<file path="config.mk">
export PLATFORM = sky130hd
export DESIGN_NAME = fwmt_ctrl
export DESIGN_NICKNAME = d
export VERILOG_FILES = /design/src/fwmt_pkg.sv /design/src/fwmt_ctrl.sv
export SDC_FILE = /design/constraint.sdc
export NUM_CORES = 1
export LEC_CHECK = 0
export BUFFER_PORTS_ARGS = -buffer_cell sky130_fd_sc_hd__buf_2
export CAP_MARGIN = 20
export CELL_PAD_IN_SITES_DETAIL_PLACEMENT = 1
export CELL_PAD_IN_SITES_GLOBAL_PLACEMENT = 1
export CORE_AREA = 2 2 39 41
export CTS_BUF_LIST = sky130_fd_sc_hd__clkbuf_2
export DETAILED_ROUTE_END_ITERATION = 8
export DIE_AREA = 0 0 41 43
export PLACE_DENSITY_LB_ADDON = 0.25
export SETUP_SLACK_MARGIN = 0.15
export SYNTH_ARGS = -nofsm -noshare
export SYNTH_HDL_FRONTEND = slang
export SYNTH_SLANG_ARGS = --single-unit
export TNS_END_PERCENT = 5
</file>
<file path="constraint.sdc">
create_clock -name clk_i -period 3.6 [get_ports clk_i]
set_clock_uncertainty 0.2 [all_clocks]
set_input_delay 0.18 -clock clk_i [delete_from_list [all_inputs] [get_ports clk_i]]
set_output_delay 0.18 -clock clk_i [all_outputs]
set_load 0.03 [all_outputs]
</file>
<file path="src/fwmt_pkg.sv">
// Shared types and constants for the fee window minimum tracker.
// Used by the controller, datapath, top level and checker; no dependencies.
`default_nettype none

package fwmt_pkg;

  // Field widths
  localparam int unsigned FEE_W      = 51;
  localparam int unsigned HEIGHT_W   = 31;
  localparam int unsigned WIN_W      = 9;
  localparam int unsigned CNT_OUT_W  = 9;
  localparam int unsigned ENTRY_W    = 2 * FEE_W + HEIGHT_W;

  // Stream payload widths (fields packed from bit 0, padded to bytes)
  localparam int unsigned IN_FIELDS_W  = ENTRY_W;
  localparam int unsigned IN_TDATA_W   = ((IN_FIELDS_W + 7) / 8) * 8;
  localparam int unsigned OUT_FIELDS_W = 2 * FEE_W + 2 * CNT_OUT_W + 2;
  localparam int unsigned OUT_TDATA_W  = ((OUT_FIELDS_W + 7) / 8) * 8;

  // Output field offsets
  localparam int unsigned OUT_MIN_REQ_LSB = FEE_W;
  localparam int unsigned OUT_COUNT_LSB   = 2 * FEE_W;
  localparam int unsigned OUT_MERGED_BIT  = OUT_COUNT_LSB + CNT_OUT_W;
  localparam int unsigned OUT_REMOVED_LSB = OUT_MERGED_BIT + 1;
  localparam int unsigned OUT_OVF_BIT     = OUT_REMOVED_LSB + CNT_OUT_W;

  // Config port
  localparam int unsigned CFG_IDX_W  = 3;
  localparam int unsigned CFG_DATA_W = FEE_W;

  typedef enum logic [CFG_IDX_W-1:0] {
    CFG_HEIGHT_MODE  = 3'd0,
    CFG_WINDOW_SIZE  = 3'd1,
    CFG_SEED_FT_FEE  = 3'd2,
    CFG_SEED_REQ_FEE = 3'd3,
    CFG_SEED_HEIGHT  = 3'd4
  } cfg_idx_e;

  localparam int unsigned STORE_DEPTH_DEF = 256;

  localparam logic [FEE_W-1:0] FEE_MAX = {FEE_W{1'b1}};

  typedef enum logic [3:0] {
    ST_IDLE,
    ST_MATCH,
    ST_APPEND,
    ST_TRIM,
    ST_PURGE_INIT,
    ST_PURGE,
    ST_MIN_INIT,
    ST_MIN,
    ST_OUT
  } state_e;

  // Controller -> datapath
  typedef struct packed {
    logic load;          // take request, seed store on first step
    logic scan_clr;      // rewind scan pointers, reset minima
    logic scan_rd;       // issue next store read of the scan
    logic merge_wr;      // write min-merged entry on height hit
    logic append;        // append request entry (forced drop when full)
    logic trim;          // window mode: drop oldest beyond window
    logic purge_wr;      // height mode: compact kept entries
    logic purge_commit;  // take compacted count
    logic min_acc;       // fold returned entry into minima
    logic out_load;      // present result
  } cmd_t;

  // Datapath -> controller
  typedef struct packed {
    logic height_mode;
    logic issue_done;    // all live entries read out
    logic rd_vld;        // store read data valid this cycle
    logic hit;           // returned entry height matches request
    logic out_free;      // result register can take a new result
  } status_t;

endpackage

`default_nettype wire

</file>
<file path="src/fwmt_ctrl.sv">
// Sequencer for the fee window minimum tracker: walks each request through
// match, append, trim or purge, and minimum passes. Depends on fwmt_pkg.
`default_nettype none

module fwmt_ctrl (
  input  wire logic             clk_i,
  input  wire logic             rst_ni,
  input  wire logic             s_axis_tvalid,
  output logic                  s_axis_tready,
  input  wire fwmt_pkg::status_t st_i,
  output fwmt_pkg::cmd_t        cmd_o
);
  import fwmt_pkg::*;

  state_e state_q, state_d;

  // State register
  always_ff @(posedge clk_i or negedge rst_ni) begin
    if (!rst_ni) begin
      state_q <= ST_IDLE;
    end else begin
      state_q <= state_d;
    end
  end

  // Next state and commands
  always_comb begin
    state_d       = state_q;
    cmd_o         = '0;
    s_axis_tready = 1'b0;
    unique case (state_q)
      ST_IDLE: begin
        s_axis_tready = 1'b1;
        if (s_axis_tvalid) begin
          cmd_o.load = 1'b1;
          state_d    = st_i.height_mode ? ST_MATCH : ST_APPEND;
        end
      end
      ST_MATCH: begin
        cmd_o.scan_rd  = 1'b1;
        cmd_o.merge_wr = 1'b1;
        if (st_i.hit) begin
          state_d = ST_MIN_INIT;
        end else if (st_i.issue_done && !st_i.rd_vld) begin
          state_d = ST_APPEND;
        end
      end
      ST_APPEND: begin
        cmd_o.append = 1'b1;
        state_d      = st_i.height_mode ? ST_PURGE_INIT : ST_TRIM;
      end
      ST_TRIM: begin
        cmd_o.trim = 1'b1;
        state_d    = ST_MIN_INIT;
      end
      ST_PURGE_INIT: begin
        cmd_o.scan_clr = 1'b1;
        state_d        = ST_PURGE;
      end
      ST_PURGE: begin
        cmd_o.scan_rd  = 1'b1;
        cmd_o.purge_wr = 1'b1;
        if (st_i.issue_done && !st_i.rd_vld) begin
          cmd_o.purge_commit = 1'b1;
          state_d            = ST_MIN_INIT;
        end
      end
      ST_MIN_INIT: begin
        cmd_o.scan_clr = 1'b1;
        state_d        = ST_MIN;
      end
      ST_MIN: begin
        cmd_o.scan_rd = 1'b1;
        cmd_o.min_acc = 1'b1;
        if (st_i.issue_done && !st_i.rd_vld) begin
          state_d = ST_OUT;
        end
      end
      ST_OUT: begin
        if (st_i.out_free) begin
          cmd_o.out_load = 1'b1;
          state_d        = ST_IDLE;
        end
      end
      default: state_d = ST_IDLE;
    endcase
  end

endmodule

`default_nettype wire

</file>
======== Yosys cells after proc, flatten, opt, wreduce, memory -nomap -nowiden ========
Index checks and enable logic that the tools add are counted.
operators by class
  equality and inequality tests ........... 13
  multiplexer cells ....................... 22
  reduce and logical (&&, ||, !) cells .... 6
operators with widths
  operator            count
  $pmux 4 s9          1
  $mux 4              6
  $eq 4x3->1 const B  4
  $mux 1              12
  $eq 4x2->1 const B  2
  $ne 2x2->1 const B  4
  $reduce_and 5->1    1
  $eq 4x1->1 const B  1
  $eq 4x4->1 const B  1
  $logic_not 4->1     1
  $mux 2              2
  $mux 3              1
  $ne 3x3->1 const B  1
  $reduce_or 3->1     1
  $reduce_or 2->1     1
  $logic_and 1x1->1   1
  $logic_not 1->1     1
word-level totals
  input port bits ......................... 8
  bits in registers ....................... 4
  logic and storage cells ................. 42
  output and inout port bits .............. 11

======== Longest topological paths before layout ========
  word-level depth ........................ 5
  mapped depth ............................ 5
  mapped depth without buffers ............ 4

======== Worst setup path after synthesis ========
Ideal clock, no wire load.
  path kind ............................... flip-flop to output port
  start point ............................. register state_q[0]
  end point ............................... output port cmd_o[5] in the netlist's numbering
  stages on the path, launching flop included .. 3
  arrival time ............................ 1,586 ps
  slack ................................... 1,634 ps
  path through ............................ dfrtp_1 buf_2 nor4_1
RTL lines
  item                      RTL line         source
  start: declaration        fwmt_ctrl.sv:15  state_e state_q, state_d;
  start signal: assignment  fwmt_ctrl.sv:22  state_q <= state_d;
  end: declaration          fwmt_ctrl.sv:11  output fwmt_pkg::cmd_t cmd_o

==> flow_metrics.py <==
metrics = {
    "outcome": {
        "outcome": "finished, final reports clean",
    },
    "sta": {
        "slew_viol_final": 0,
        "fin_crit_ns": 1.813,
        "min_period_over_period_pct": 50.36,
        "slew_headroom_pct": 63.75,
        "rsz0062_at_grt": "no",
        "tns_ns": 0,
        "hold_viol_final": 0,
        "max_slew.worst_pin.slew_ns": 0.5437,
        "finalSetupViolations": 0,
        "clock.fmax_mhz": 551.6,
    },
    "worst_setup_path": {
        "worstPathMaxFanout": 14,
        "crit_buf_inv": 1,
        "crit_path_cell_trace": "nand2_2, nor3_1, buf_2",
        "endpoint_kind": "primary output",
        "start_kind": "register",
        "regToRegEndpoint": "state_q[1]",
        "critical_path_class": "register to primary output",
        "r2r_slack_ns": 2.06,
        "worst_path_max_delay_cell": "dfrtp_1",
        "arrival_ns": 1.43,
        "reg2reg_from": "state_q[2]",
        "worstRegToRegCells": 3,
        "critPathTopFamily": "flip-flops",
        "worst_ep_required_time_ns": 3.22,
        "crit_path_max_incr_delay_ns": 0.68,
    },
    "placement": {
        "io_buffers": 18,
        "place.gp.congestion": 0.7004,
        "placed_cell_area_um2": 483.0,
        "dp_hpwl_um": 802.8,
    },
    "logic_synthesis": {
        "synth_top_area_share_pct": 24.54,
        "synth_top_family_by_area": "simple AND/OR/NAND/NOR gates",
        "synth-edff-count": 0,
        "yosys_warnings": 0,
        "synth-seq-cells": 4,
        "async_flop_share_pct": 100.0,
        "synthAdderAreaFrac_pct": 0,
        "synthTopCellsByArea": "dfrtp_1 (25%), mux2i_1 (9.8%), buf_6 (5.5%)",
        "synth-simple-area-share_pct": 31.29,
        "ys.flop_type": "dfrtp_1",
        "synthMuxAreaShare_pct": 9.816,
        "postSynthCellCount": 48,
        "syn_nets": 56,
        "synth-compound-area-share_pct": 20.86,
        "synth_area_um2": 407.9,
        "yosysTopAreaCell": "dfrtp_1",
        "ys_seq_area_share_pct": 24.54,
        "synth_cell_type_count": 29,
        "synth_xor_area_share_pct": 0,
        "syn_area_per_cell_um2": 8.498,
    },
    "floorplanning": {
        "start_util_pct": 29.48,
        "die_height_um": 43,
        "dieArea_um2": 1763,
        "rows": 14,
        "boundaryPins": 19,
        "fp.coreArea_um2": 1384,
        "dieWidth_um": 41,
    },
    "finish": {
        "top_register": "state_q",
        "reg_top3": "state_q: 4 flops",
        "layout_common_cells": "buf_2 (18), nand2_1 (5), mux2i_1 (4), dfrtp_1 (4)",
        "areaGrowthSynthToFinish_pct": 26.99,
        "drive_gt1_share_pct": 44.78,
        "final_area_um2": 518.0,
        "fin_util_pct": 37.43,
        "layout.cells.most_common": "buf_2",
        "nets": 77,
        "largest_reg_flops": 4,
        "num_antenna_cells": 0,
    },
    "detailed_routing": {
        "drt-total-wl_um": 1020,
        "drc": 0,
        "drt.antenna.violating_nets": 0,
        "viasPerCell": 4.976,
        "drtIter0Drc": 1,
        "maxUsedRoutingLayer": "met4",
        "first_pass_iters": 2,
        "met3_length_um": 27,
        "wl_met1_um": 486,
        "via_count": 413,
        "wl_per_cell_um": 12.29,
        "wl_met2_um": 492,
    },
    "clock_network": {
        "clkTransAtPathRegs_ns": 0.04,
        "clock_path_buffers": 2,
        "cts_resized": 0,
        "tritoncts": "yes",
        "postCtsSetupBuffers": 0,
        "cts_hold_buffers": 2,
        "insertion_delay_ns": 0.20,
        "cts.sinks": 4,
        "htreeDepth": 1,
        "cts_made_buffers": 3,
        "cts-root-buf": "clkbuf_2",
    },
    "min_path": {
        "hp-class": "input pin to async pin",
    },
    "grt": {
        "grt_pass1_vias": 382,
        "grt_max_degree": 15,
        "grt_pass1_wl_um": 1697,
        "antenna_found_initial": 0,
        "grt_usage_pct": 13.97,
        "overflow": 0,
    },
    "power": {
        "peakVddDrop_mv": 0.4376,
        "p_total_uw": 473.0,
        "total_leakage_power_uw": 0.0002529,
        "p_per_area_nw_per_um2": 913.1,
    },
    "flow_run": {
        "maxCapViolCount": 0,
    },
}
## power breakdown
part	internal (uW)	total (uW)	leakage, uW	switching, uW
logic	109	286	0.000194	177
registers	64.3	147	0.0000469	82.4
clock network	22.4	40.2	0.0000125	17.8
## worst max path at each step
stage                    start  endpoint  cells after the start
floorplan           state_q[0]  cmd_o[5]                      2
global placement    state_q[0]  cmd_o[6]                      3
detailed placement  state_q[2]  cmd_o[2]                      3
CTS                 state_q[2]  cmd_o[2]                      3
global route        state_q[0]  cmd_o[6]                      3
finish              state_q[2]  cmd_o[2]                      3
## worst register-to-register path, delay by kind of cell (launching register included)
family          cells  cell delay, ns
compound gates      2            0.38
flops               1            0.68
mux                 1            0.21
## metrics by stage
| stage | cells | setup slack (ns) | hold slack [ns] |
|---|---|---|---|
| 2_1_floorplan | 48 | 1.634 | -0.3156 |
| 3_3_place_gp | 78 | 1.998 | -0.2113 |
| 3_5_place_dp | 78 | 1.982 | -0.2100 |
| 4_1_cts | 83 | 1.750 | 0.09398 |
| 5_1_grt | 83 | 1.660 | 0.1208 |
| 6_report | 83 | 1.787 | 0.1093 |
## layout make-up
type	instances	area, um2
tap	16	20.02
inverter	4	20.02
multi-input combinational	36	252.7
clock buffer	3	15.01
timing repair buffer	20	110.1
fill	178	865.8
sequential	4	100.1
## cell families after synthesis
group                  Yosys count
AOI/OAI and AO/OA               11
muxes                            4
buffers and inverters            8
DFF                              4
and+or+nand+nor                 21
## Yosys cell counts (2+ instances only)
master   count
nand2_1      5
inv_1        3
o21ai_1      2
dfrtp_1      4
nor3_1       3
o21ai_0      2
buf_6        2
nor2_1       3
mux2i_1      4
## metal layers
metal  up-vias  GRT usage [%]
li1        211              -
met1       192          19.03
met2         8          19.38
met3         2          4.712
met4         0          6.000
met5         -              0
(Power assumes the default switching activity.)
